<file path="config.mk">
export PLATFORM = sky130hd
export DESIGN_NAME = rle_ascii_digit_encoder_flat
export DESIGN_NICKNAME = d
export VERILOG_FILES = /design/src/hw/rtl/rle_pkg.sv /design/src/hw/rtl/rle_in_if.sv /design/src/hw/rtl/rle_out_if.sv /design/src/hw/rtl/rle_front.sv /design/src/hw/rtl/rle_cmd_fifo.sv /design/src/hw/rtl/rle_back.sv /design/src/hw/rtl/rle_ascii_digit_encoder.sv /design/src/flat_wrapper.sv
export SDC_FILE = /design/constraint.sdc
export NUM_CORES = 1
export LEC_CHECK = 0
export BUFFER_PORTS_ARGS = -buffer_cell sky130_fd_sc_hd__buf_4
export CORE_ASPECT_RATIO = 0.8
export CORE_MARGIN = 2
export CORE_UTILIZATION = 25
export CTS_CLUSTER_DIAMETER = 150
export CTS_CLUSTER_SIZE = 25
export DETAILED_ROUTE_END_ITERATION = 12
export SETUP_SLACK_MARGIN = 0.05
export SLEW_MARGIN = 10
export SYNTH_ARGS = -nofsm -noshare
export SYNTH_HDL_FRONTEND = slang
export SYNTH_SLANG_ARGS = --single-unit
</file>
<file path="constraint.sdc">
create_clock -name clk -period 3.06 [get_ports clk]
set_input_delay 0.153 -clock clk [delete_from_list [all_inputs] [get_ports clk]]
set_output_delay 0.153 -clock clk [all_outputs]
set_load 0.005 [all_outputs]
</file>
<file path="src/hw/rtl/rle_pkg.sv">
`timescale 1ns / 1ps
`default_nettype none

package rle_pkg;

  localparam logic [3:0] RUN_LIMIT_CAP = 4'd9;
  localparam logic [3:0] MAX_RUN_RESET = 4'd9;
  localparam logic [7:0] ASCII_ZERO    = 8'd48;
  localparam int         QUEUE_DEPTH   = 2;

  // byte position within one queued command
  typedef enum logic [1:0] {
    PH_DIGIT_A = 2'd0,
    PH_SYM_A   = 2'd1,
    PH_DIGIT_B = 2'd2,
    PH_SYM_B   = 2'd3
  } phase_t;

  // one input item's worth of output: a run-break pair and/or a final flush pair
  typedef struct packed {
    logic       has_a;
    logic [3:0] a_count;
    logic [7:0] a_sym;
    logic       has_b;
    logic [3:0] b_count;
    logic [7:0] b_sym;
  } cmd_t;

endpackage

`default_nettype wire

</file>
<file path="src/hw/rtl/rle_in_if.sv">
`timescale 1ns / 1ps
`default_nettype none

interface rle_in_if;
  logic       valid;
  logic       ready;
  logic [7:0] symbol;
  logic       is_final;

  modport source (output valid, output symbol, output is_final, input ready);
  modport sink   (input valid, input symbol, input is_final, output ready);
endinterface

`default_nettype wire

</file>
<file path="src/hw/rtl/rle_out_if.sv">
`timescale 1ns / 1ps
`default_nettype none

interface rle_out_if;
  logic       valid;
  logic       ready;
  logic [7:0] out_byte;
  logic       last_of_item;
  logic       end_of_output;

  modport source (output valid, output out_byte, output last_of_item,
                  output end_of_output, input ready);
  modport sink   (input valid, input out_byte, input last_of_item,
                  input end_of_output, output ready);
endinterface

`default_nettype wire

</file>
<file path="src/hw/rtl/rle_front.sv">
`timescale 1ns / 1ps
`default_nettype none

module rle_front (
  input  wire logic         clk,
  input  wire logic         rst,
  input  wire logic         cfg_we,
  input  wire logic [3:0]   cfg_wdata,
  rle_in_if.sink            in_ch,
  output logic              push_valid,
  output rle_pkg::cmd_t     push_cmd,
  input  wire logic         push_ready
);

  logic [3:0] max_run;
  logic [7:0] run_symbol, run_symbol_next;
  logic [3:0] run_count, run_count_next;
  logic [3:0] lim;
  logic       fire;

  always_ff @(posedge clk) begin
    if (rst) begin
      max_run <= rle_pkg::MAX_RUN_RESET;
    end else if (cfg_we) begin
      max_run <= cfg_wdata;
    end
  end

  // clamp limit to 1..9
  always_comb begin
    if (max_run == 4'd0) begin
      lim = 4'd1;
    end else if (max_run > rle_pkg::RUN_LIMIT_CAP) begin
      lim = rle_pkg::RUN_LIMIT_CAP;
    end else begin
      lim = max_run;
    end
  end

  always_comb begin
    run_symbol_next = run_symbol;
    run_count_next  = run_count;
    push_cmd        = '0;
    if (run_count == 4'd0) begin
      run_symbol_next = in_ch.symbol;
      run_count_next  = 4'd1;
    end else if (in_ch.symbol != run_symbol || run_count >= lim) begin
      push_cmd.has_a   = 1'b1;
      push_cmd.a_count = run_count;
      push_cmd.a_sym   = run_symbol;
      run_symbol_next  = in_ch.symbol;
      run_count_next   = 4'd1;
    end else begin
      run_count_next = run_count + 4'd1;
    end
    // flush the open run, including this byte
    if (in_ch.is_final) begin
      push_cmd.has_b   = 1'b1;
      push_cmd.b_count = run_count_next;
      push_cmd.b_sym   = run_symbol_next;
      run_symbol_next  = 8'd0;
      run_count_next   = 4'd0;
    end
  end

  assign in_ch.ready = push_ready;
  assign fire        = in_ch.valid && push_ready;
  assign push_valid  = in_ch.valid && (push_cmd.has_a || push_cmd.has_b);

  always_ff @(posedge clk) begin
    if (rst) begin
      run_symbol <= 8'd0;
      run_count  <= 4'd0;
    end else if (fire) begin
      run_symbol <= run_symbol_next;
      run_count  <= run_count_next;
    end
  end

endmodule

`default_nettype wire

</file>
<file path="src/hw/rtl/rle_cmd_fifo.sv">
`timescale 1ns / 1ps
`default_nettype none

module rle_cmd_fifo #(
  parameter int DEPTH = rle_pkg::QUEUE_DEPTH
) (
  input  wire logic          clk,
  input  wire logic          rst,
  input  wire logic          push_valid,
  input  wire rle_pkg::cmd_t push_cmd,
  output logic               push_ready,
  output logic               pop_valid,
  output rle_pkg::cmd_t      pop_cmd,
  input  wire logic          pop_ready
);

  localparam int PTR_W = (DEPTH > 1) ? $clog2(DEPTH) : 1;
  localparam int CNT_W = $clog2(DEPTH + 1);

  rle_pkg::cmd_t       slots [DEPTH];
  logic [PTR_W-1:0]    wr_ptr, rd_ptr;
  logic [CNT_W-1:0]    count;
  logic                do_push, do_pop;

  assign push_ready = (count != CNT_W'(DEPTH));
  assign pop_valid  = (count != '0);
  assign pop_cmd    = slots[rd_ptr];
  assign do_push    = push_valid && push_ready;
  assign do_pop     = pop_valid && pop_ready;

  always_ff @(posedge clk) begin
    if (do_push) begin
      slots[wr_ptr] <= push_cmd;
    end
  end

  always_ff @(posedge clk) begin
    if (rst) begin
      wr_ptr <= '0;
      rd_ptr <= '0;
      count  <= '0;
    end else begin
      if (do_push) begin
        wr_ptr <= (wr_ptr == PTR_W'(DEPTH - 1)) ? '0 : wr_ptr + PTR_W'(1);
      end
      if (do_pop) begin
        rd_ptr <= (rd_ptr == PTR_W'(DEPTH - 1)) ? '0 : rd_ptr + PTR_W'(1);
      end
      if (do_push && !do_pop) begin
        count <= count + CNT_W'(1);
      end else if (do_pop && !do_push) begin
        count <= count - CNT_W'(1);
      end
    end
  end

endmodule

`default_nettype wire

</file>
<file path="src/hw/rtl/rle_back.sv">
`timescale 1ns / 1ps
`default_nettype none

module rle_back (
  input  wire logic          clk,
  input  wire logic          rst,
  input  wire logic          pop_valid,
  input  wire rle_pkg::cmd_t pop_cmd,
  output logic               pop_ready,
  rle_out_if.source          out_ch
);

  rle_pkg::cmd_t    cur;
  logic             cur_valid;
  rle_pkg::phase_t  phase;
  logic             at_end;
  logic             out_fire;

  assign at_end   = (phase == rle_pkg::PH_SYM_B) ||
                    (phase == rle_pkg::PH_SYM_A && !cur.has_b);
  assign out_fire = out_ch.valid && out_ch.ready;
  assign pop_ready = !cur_valid || (out_fire && at_end);

  always_comb begin
    out_ch.valid         = cur_valid;
    out_ch.out_byte      = 8'd0;
    out_ch.last_of_item  = 1'b0;
    out_ch.end_of_output = 1'b0;
    unique case (phase)
      rle_pkg::PH_DIGIT_A: begin
        out_ch.out_byte = rle_pkg::ASCII_ZERO + {4'd0, cur.a_count};
      end
      rle_pkg::PH_SYM_A: begin
        out_ch.out_byte     = cur.a_sym;
        out_ch.last_of_item = !cur.has_b;
      end
      rle_pkg::PH_DIGIT_B: begin
        out_ch.out_byte = rle_pkg::ASCII_ZERO + {4'd0, cur.b_count};
      end
      rle_pkg::PH_SYM_B: begin
        out_ch.out_byte      = cur.b_sym;
        out_ch.last_of_item  = 1'b1;
        out_ch.end_of_output = 1'b1;
      end
      default: ;
    endcase
  end

  always_ff @(posedge clk) begin
    if (pop_valid && pop_ready) begin
      cur <= pop_cmd;
    end
  end

  always_ff @(posedge clk) begin
    if (rst) begin
      cur_valid <= 1'b0;
      phase     <= rle_pkg::PH_DIGIT_A;
    end else if (pop_ready) begin
      // load the next command, skipping the break pair when it has none
      cur_valid <= pop_valid;
      phase     <= pop_cmd.has_a ? rle_pkg::PH_DIGIT_A : rle_pkg::PH_DIGIT_B;
    end else if (out_fire) begin
      phase <= rle_pkg::phase_t'(phase + 2'd1);
    end
  end

endmodule

`default_nettype wire

</file>
<file path="src/hw/rtl/rle_ascii_digit_encoder.sv">
// Path: an item's first result byte goes through the command queue, then the output stage.
// Throughput: one input request per cycle while the command queue has room; the back end
// sends one output byte per cycle while out_ch.ready is high, so a command (two or four
// bytes) holds it until its last byte is taken, and input waits once the queue is full.
// Reset (synchronous, active high): clears the open run, the queue and the output stage,
// and sets max_run to 9.
`timescale 1ns / 1ps
`default_nettype none

module rle_ascii_digit_encoder #(
  parameter int QUEUE_DEPTH = rle_pkg::QUEUE_DEPTH
) (
  input  wire logic       clk,
  input  wire logic       rst,
  input  wire logic       cfg_we,
  input  wire logic [3:0] cfg_wdata,
  rle_in_if.sink          in_ch,
  rle_out_if.source       out_ch
);

  logic          push_valid, push_ready;
  rle_pkg::cmd_t push_cmd;
  logic          pop_valid, pop_ready;
  rle_pkg::cmd_t pop_cmd;

  rle_front u_front (
    .clk        (clk),
    .rst        (rst),
    .cfg_we     (cfg_we),
    .cfg_wdata  (cfg_wdata),
    .in_ch      (in_ch),
    .push_valid (push_valid),
    .push_cmd   (push_cmd),
    .push_ready (push_ready)
  );

  rle_cmd_fifo #(.DEPTH(QUEUE_DEPTH)) u_fifo (
    .clk        (clk),
    .rst        (rst),
    .push_valid (push_valid),
    .push_cmd   (push_cmd),
    .push_ready (push_ready),
    .pop_valid  (pop_valid),
    .pop_cmd    (pop_cmd),
    .pop_ready  (pop_ready)
  );

  rle_back u_back (
    .clk       (clk),
    .rst       (rst),
    .pop_valid (pop_valid),
    .pop_cmd   (pop_cmd),
    .pop_ready (pop_ready),
    .out_ch    (out_ch)
  );

endmodule

`default_nettype wire
</file>
<file path="src/flat_wrapper.sv">
// flat-port wrapper written by rule: the top's interface ports become plain ports
module rle_ascii_digit_encoder_flat 
#(
  parameter int QUEUE_DEPTH = rle_pkg::QUEUE_DEPTH
)
  (clk, rst, cfg_we, cfg_wdata, in_ch_valid, in_ch_symbol, in_ch_is_final, in_ch_ready, out_ch_valid, out_ch_out_byte, out_ch_last_of_item, out_ch_end_of_output, out_ch_ready);
  rle_in_if in_ch_i ();
  rle_out_if out_ch_i ();
  input  wire logic clk;
  input  wire logic rst;
  input  wire logic cfg_we;
  input  wire logic [3:0] cfg_wdata;
  input wire logic [$bits(in_ch_i.valid)-1:0] in_ch_valid;
  input wire logic [$bits(in_ch_i.symbol)-1:0] in_ch_symbol;
  input wire logic [$bits(in_ch_i.is_final)-1:0] in_ch_is_final;
  output wire logic [$bits(in_ch_i.ready)-1:0] in_ch_ready;
  output wire logic [$bits(out_ch_i.valid)-1:0] out_ch_valid;
  output wire logic [$bits(out_ch_i.out_byte)-1:0] out_ch_out_byte;
  output wire logic [$bits(out_ch_i.last_of_item)-1:0] out_ch_last_of_item;
  output wire logic [$bits(out_ch_i.end_of_output)-1:0] out_ch_end_of_output;
  input wire logic [$bits(out_ch_i.ready)-1:0] out_ch_ready;
  assign in_ch_i.valid = in_ch_valid;
  assign in_ch_i.symbol = in_ch_symbol;
  assign in_ch_i.is_final = in_ch_is_final;
  assign in_ch_ready = in_ch_i.ready;
  assign out_ch_valid = out_ch_i.valid;
  assign out_ch_out_byte = out_ch_i.out_byte;
  assign out_ch_last_of_item = out_ch_i.last_of_item;
  assign out_ch_end_of_output = out_ch_i.end_of_output;
  assign out_ch_i.ready = out_ch_ready;
  rle_ascii_digit_encoder #(.QUEUE_DEPTH(QUEUE_DEPTH)) u_core (.clk(clk), .rst(rst), .cfg_we(cfg_we), .cfg_wdata(cfg_wdata), .in_ch(in_ch_i), .out_ch(out_ch_i));
endmodule
</file>
# [After elaboration in Yosys (flattened, before gate mapping)]
# Memory sizes are Yosys's and may differ from the RTL's. A register that Yosys moved wholly into a read port is not among the register bits.
# Cells that the tools add are included.
[op_classes] addsub=8 magnitude_cmp=2 n_eq_ne=5 mux=25 n_reduce_logical=23
[op_table] cell="two-way mux 13 bit" n=3
[op_table] cell="case mux 8 bit (4 select lines)" n=1
[op_table] cell="two-way mux 8 bit" n=3
[op_table] cell="two-way mux 4 bit" n=5
[op_table] cell="adder 6 x 4 -> 7 bit, first input constant" n=2
[op_table] cell="two-way mux 2 bit" n=5
[op_table] cell="logical AND 1 bit" n=9
[op_table] cell="zero test 4 bit" n=2
[op_table] cell="!= test 8 bit" n=1
[op_table] cell="two-way mux 1 bit" n=7
[op_table] cell="nonzero test 2 bit" n=3
[op_table] cell="adder 2 x 1 -> 2 bit, second input constant" n=2
[op_table] cell="adder 4 x 1 -> 4 bit, second input constant" n=1
[op_table] cell="== test 2 bit, second input constant" n=2
[op_table] cell="greater-or-equal comparator 4 bit" n=1
[op_table] cell="greater-than comparator 4 bit, second input constant" n=1
[op_table] cell="zero test 1 bit" n=4
[op_table] cell="logical OR 1 bit" n=4
[op_table] cell="adder 1 bit, second input constant" n=2
[op_table] cell="== test 2 x 1 -> 1 bit, second input constant" n=1
[op_table] cell="zero test 2 bit" n=1
[op_table] cell="!= test 2 bit, second input constant" n=1
[op_table] cell="case mux 1 bit (2 select lines)" n=1
[op_table] cell="subtractor 2 x 1 -> 2 bit, second input constant" n=1
[totals] register_bits=48 ram_bits=52 elab_cells=77 memories=1
[mem_list] memory="u_core.u_fifo.slots" depth=2 width=26 rd=1 rd_clocked_by_memory_dff=1 write_ports=1 line_no="rle_cmd_fifo.sv:20" rtl="rle_pkg::cmd_t slots [DEPTH];"

# [Logic depth before layout (Yosys ltp)]
[logic_depth] depth_word=15 ltp_mapped=11 ltp_nobuf=11

# [Modules after synthesis]
# Synthesis repeated with hierarchy kept, for this count alone.
[unflattened] hier_cells=326 area_unflattened_um2=4380.5
[modules_own_cells] mod="rle_cmd_fifo" n_inst=1 cells_each=105 area_per_inst_um2=2097.0 seq_area_each_um2=1661.6
[modules_own_cells] mod="rle_back" n_inst=1 cells_each=80 area_per_inst_um2=1176.1 seq_area_each_um2=810.8
[modules_own_cells] mod="rle_front" n_inst=1 cells_each=141 area_per_inst_um2=1107.3 seq_area_each_um2=320.3

# [Worst setup path before layout]
# OpenSTA, ideal clock, no wires.
[synth_path] kind="reg-to-reg" startpoint="reg u_core.u_front.max_run[1]" endpoint="mem u_core.u_fifo.slots[1][0] (netlist name) (enable)" setup_ns=0.385 arrival_ns=2.581 required_ns=2.675 setup_slack_ns=0.093 path_stages_with_launch=9 path_buffers=0 period_less_slack_ns=2.967 cell_sequence="dfxtp_1 > o21ai_0 > or3b_2 > ha_1 > nand2b_1 > a21o_1 > a31oi_2 > a221oi_2 > and2_1"
[synth_between] elab_chain_len=12 word_cells_on_any_way=13 cone_classes="2 x order compare; 6 x mux; 5 x reduce/logical"
[synth_rtl] item="from (decl)" line_no="rle_front.sv:15" rtl="logic [3:0] max_run;"
[synth_rtl] item="from (signal assigned)" line_no="rle_front.sv:23" rtl="max_run <= rle_pkg::MAX_RUN_RESET;"
[synth_rtl] item="from (signal assigned)" line_no="rle_front.sv:25" rtl="max_run <= cfg_wdata;"
[synth_rtl] item="greater-than comparator 4 bit" line_no="rle_front.sv:33" rtl="end else if (max_run > rle_pkg::RUN_LIMIT_CAP) begin"
[synth_rtl] item="two-way mux 4 bit" line_no="rle_front.sv:33"
[synth_rtl] item="two-way mux 4 bit (*)" line_no="rle_front.sv:31" rtl="if (max_run == 4'd0) begin"
[synth_rtl] item="greater-or-equal comparator 4 bit (*)" line_no="rle_front.sv:47" rtl="end else if (in_ch.symbol != run_symbol || run_count >= lim) begin"
[synth_rtl] item="logical OR 1 bit (*)" line_no="rle_front.sv:47"
[synth_rtl] item="two-way mux 13 bit (*)" line_no="rle_front.sv:47"
[synth_rtl] item="two-way mux 13 bit (*)" line_no="rle_front.sv:44" rtl="if (run_count == 4'd0) begin"
[synth_rtl] item="logical OR 1 bit (*)" line_no="rle_front.sv:68" rtl="assign push_valid = in_ch.valid && (push_cmd.has_a || push_cmd.has_b);"
[synth_rtl] item="logical AND 1 bit (*)" line_no="rle_front.sv:68"
[synth_rtl] item="logical AND 1 bit (*)" line_no="rle_cmd_fifo.sv:28" rtl="assign do_push = push_valid && push_ready;"
[synth_rtl] item="via u_core.u_fifo.do_push" line_no="rle_cmd_fifo.sv:23" rtl="logic do_push, do_pop;"
[synth_rtl] item="two-way mux 1 bit (*)" line_no="rle_cmd_fifo.sv:32" rtl="if (do_push) begin"
[synth_rtl] item="two-way mux 1 bit (implied by the code) (*)" line_no="rle_cmd_fifo.sv:33" rtl="slots[wr_ptr] <= push_cmd;"
[synth_rtl] item="to (decl)" line_no="rle_cmd_fifo.sv:20"
# Mark *: on every way through the listed nets, which the timed path passes. The rest lies on a longest branch.

# [Worst setup path in the final report]
[layout_path] startpoint="reg u_core.u_front.max_run[1]" endpoint="reg u_core.u_fifo.count[1]"
[layout_between] elab_chain_len=13 word_cells_on_any_way=16 cone_classes="2 x order compare; 5 x mux; 9 x reduce/logical"
[layout_rtl] item="greater-than comparator 4 bit" line_no="rle_front.sv:33"
[layout_rtl] item="two-way mux 4 bit" line_no="rle_front.sv:33"
[layout_rtl] item="two-way mux 4 bit (*)" line_no="rle_front.sv:31"
[layout_rtl] item="greater-or-equal comparator 4 bit (*)" line_no="rle_front.sv:47"
[layout_rtl] item="logical OR 1 bit (*)" line_no="rle_front.sv:47"
[layout_rtl] item="two-way mux 13 bit (*)" line_no="rle_front.sv:47"
[layout_rtl] item="two-way mux 13 bit (*)" line_no="rle_front.sv:44"
[layout_rtl] item="logical OR 1 bit (*)" line_no="rle_front.sv:68"
[layout_rtl] item="logical AND 1 bit (*)" line_no="rle_front.sv:68"
[layout_rtl] item="logical AND 1 bit (*)" line_no="rle_cmd_fifo.sv:28"
[layout_rtl] item="via u_core.u_fifo.do_push" line_no="rle_cmd_fifo.sv:23"
[layout_rtl] item="zero test 1 bit" line_no="rle_cmd_fifo.sv:51" rtl="end else if (do_pop && !do_push) begin"
[layout_rtl] item="logical AND 1 bit" line_no="rle_cmd_fifo.sv:51"
[layout_rtl] item="nonzero test 2 bit (no source line)"
[layout_rtl] item="to (signal assigned)" line_no="rle_cmd_fifo.sv:50" rtl="count <= count + CNT_W'(1);"
[layout_rtl] item="to (signal assigned)" line_no="rle_cmd_fifo.sv:52" rtl="count <= count - CNT_W'(1);"
[layout_rtl] item="to (decl)" line_no="rle_cmd_fifo.sv:22" rtl="logic [CNT_W-1:0] count;"
# Marks and branches as above.
# A chain may end at the register's enable or synchronous reset.

==> metrics.yaml <==
status: "finished, final reports clean"
startpoint_type: "flip-flop"
async_flop_share_pct: 0
die_height_um: 121
startpoint: "u_core.u_front.max_run[1]$_SDFFE_PP0P_"
synth.avg_cell_area_sq_um: 13.4
layout-drive-gt1-share_pct: 23.9
p_total_w: 0.00388
final_nets: 384
finalSetupTns_ns: 0
clkTransAtPathRegs_ns: 0.06
worst_setup_path_end_kind: "flip-flop"
first_pass_iters: 4
r2r_slack_ns: 0.23
use_met1_pct: 15.1
place_inst: 564
final_hold_viol_count: 0
start_util_pct: 25.8
chipWidth_um: 151
regToRegStartpoint: "u_core.u_front.max_run[1]$_SDFFE_PP0P_"
final_max_slew_viol_count: 0
yosysUniqueCellTypes: 42
dp_hpwl_um: 5940
synthToLayoutAreaGrowth_pct: 19.1
first_iter_violations: 158
worstPathMaxFanout: 4
power.density_nw_per_um2: 757
cts_buffers: 9
clock_latency_ns: 0.34
grt_util_met2_pct: 16.4
grt_busiest_layer: "met2"
drtAntennaViolNets: 0
gp_congestion: 0.779
crit_arrival_ns: 3.10
grt-ovfl-total: 0
finalNonFillerCells: 580
htreeDepth: 3
synth_seq_area_share_pct: 64.8
syn_inst: 322
finalSetupViolations: 0
antenna_found_initial: 0
crit_type: "reg -> reg"
cts_sinks: 101
die-area_sq_um: 18300
cts_root_buf: "clkbuf_16"
grt_pass1_vias: 2582
drc: 0
wl_per_cell_um: 16.0
synth_nets: 351
r2r-end: "u_core.u_fifo.count[1]$_SDFFE_PP0P_"
worstMarginPinSlew_ns: 0.653
grt_pass1_wl_um: 14500
critPathRequiredTime_ns: 3.34
fin_crit_ns: 2.83
grtUsageMet3_pct: 3.61
period_share_pct: 92.3
rows: 42
max_clock_freq_mhz: 354
hp-class: "in -> reg"
clock_skew_ns: 0.00549
ios: 30
synth_seq_cells: 101
portBuffers: 29
design.core.area_sq_um: 16700
timing.slew.headroom_pct: 56.4
final_util_pct: 30.7
crit_path_end: "u_core.u_fifo.count[1]$_SDFFE_PP0P_"
diodes: 0
rr_worst_depth: 10
ir_drop_mv: 0.349
wirelength_um: 9290
ys.flop_type: "edfxtp_1"
syn-cell-area_sq_um: 4310
tritoncts: "done"
grt_max_degree: 28
vias: 2544
maxCapViolations: 0
p_leak_nw: 1.83
viasPerCell: 4.39
ys_warn_count: 0
clockBufferDepth: 2
track_usage_pct: 11.0
synth-edff-count: 77
rsz0062_at_grt: "false"
report_power, final:
part / leakage [nW] / switching, W / total (W) / internal [W]
clock: 0.133 / 0.000493 / 0.00107 / 0.000578
sequential: 0.925 / 0.0000956 / 0.00190 / 0.00181
combinational: 0.777 / 0.000508 / 0.000909 / 0.000401
registers in the layout, indices dropped and copies added, names as in the netlist, named ones only:
name,cells
u_core.u_back.cur,25
u_core.u_back.out_ch.valid,1
u_core.u_back.phase,2
u_core.u_fifo.count,2
u_core.u_fifo.rd_ptr,1
u_core.u_fifo.slots,52
u_core.u_fifo.wr_ptr,1
u_core.u_front.max_run,4
u_core.u_front.run_count,4
u_core.u_front.run_symbol,8
worst max-delay path: stages, from the launching register on:
cell	delay, ns
dfxtp_1	0.34
o21ai_0	0.15
or3b_2	0.46
ha_1	0.27
nand2b_1	0.14
a21o_1	0.20
a31oi_4	0.22
a221oi_4	0.10
ha_1	0.35
or3_1	0.38
a21oi_1	0.14
final cells by class:
type | count | area [sq um]
clock buffer | 10 | 239
clock inverter | 6 | 47.5
fill | 1695 | 11600
inverter | 14 | 52.6
multi-input combinational | 192 | 1420
sequential | 101 | 2790
tap | 220 | 275
timing repair buffer | 37 | 303
synth_stat cells (2+ instances only):
cell      number  area share, %
a21oi_1       13            1.5
a222oi_1       4           0.93
a22oi_1        2           0.35
a31oi_1        2           0.29
and2_1        20            2.9
and4_1         3           0.61
buf_1          3           0.26
clkbuf_1      11           0.96
dfxtp_1       24             11
edfxtp_1      77             54
ha_1          11            3.2
inv_1         14            1.2
mux2_2        25            6.5
mux2i_1        7            1.6
nand2_1       25            2.2
nand2b_1       3           0.44
nand3_1       15            1.7
nand4_1        2           0.29
nor2_1        14            1.2
nor2b_1        6           0.87
nor3_1         3           0.35
nor3b_1        2           0.35
nor4_2         2           0.58
o21ai_0        5           0.58
or3b_2         2           0.41
xnor2_1        9            1.8
xor2_1         3           0.61
cell families (layout without fill, tap and decap cells):
| group | Yosys count | after routing | synth area share [%] |
|---|---|---|---|
| buf+inv | 29 | 67 | 2.61 |
| flops | 101 | 101 | 64.8 |
| fa+ha+maj | 11 | 11 | 3.20 |
| simple gates | 101 | 101 | 12.7 |
| xor+xnor | 12 | 12 | 2.44 |
| mux | 33 | 33 | 8.51 |
| compound gates | 35 | 35 | 5.72 |
layout by cell type, fill, tap and decap left out, types with 3 or more instances in the layout:
cell,synthesis,routed
a222oi_1,4,4
a21oi_1,13,13
inv_1,14,14
dfxtp_1,24,24
nand2_1,25,25
clkbuf_16,0,9
o21ai_0,5,5
edfxtp_1,77,77
and2_1,20,20
nor2b_1,6,6
nor3_1,3,3
mux2_2,25,25
buf_4,1,35
nand2b_1,3,3
clkinvlp_4,0,3
xor2_1,3,3
nor2_1,14,14
ha_1,11,11
mux2i_1,7,7
xnor2_1,9,9
nand3_1,15,15
and4_1,3,3
worst min path at each step:
stage,slack [ns],end,cells after the start,from
global route,0.02,u_core.u_front.max_run[0]$_SDFFE_PP1P_,3,cfg_wdata[0]
detailed placement,0.38,u_core.u_front.max_run[0]$_SDFFE_PP1P_,3,cfg_wdata[0]
global placement,0.37,u_core.u_front.max_run[0]$_SDFFE_PP1P_,3,cfg_wdata[0]
CTS,0.02,u_core.u_front.max_run[0]$_SDFFE_PP1P_,3,cfg_wdata[0]
finish,0.02,u_core.u_front.max_run[0]$_SDFFE_PP1P_,3,cfg_wdata[0]
floorplan,0.25,u_core.u_fifo.slots[0][12]$_DFFE_PP_,0,in_ch_is_final
metrics by stage:
stage	cell area, sq um	hold WS (ns)	setup slack [ns]
detailed placement	4820	0.381	0.193
global placement	4820	0.370	0.315
floorplan	4310	0.252	0.0935
CTS	5110	0.0156	0.190
finish	5130	0.0217	0.235
global route	5130	0.0160	0.0553
layer usage:
metal  share of wire, %  vias up
met2                 45       48
li1                   -     1238
met5                  0        -
met4                1.1        0
met3                4.4        6
met1                 49     1252
what timing repair did:
| action | CTS | global route |
|---|---|---|
| gates resized for setup | 0 | 2 |
| setup buffers | 0 | 0 |
| hold buffers | 0 | 0 |
| setup endpoints to repair | 0 | 1 |
Note: power is estimated with default switching activity, not from simulation.
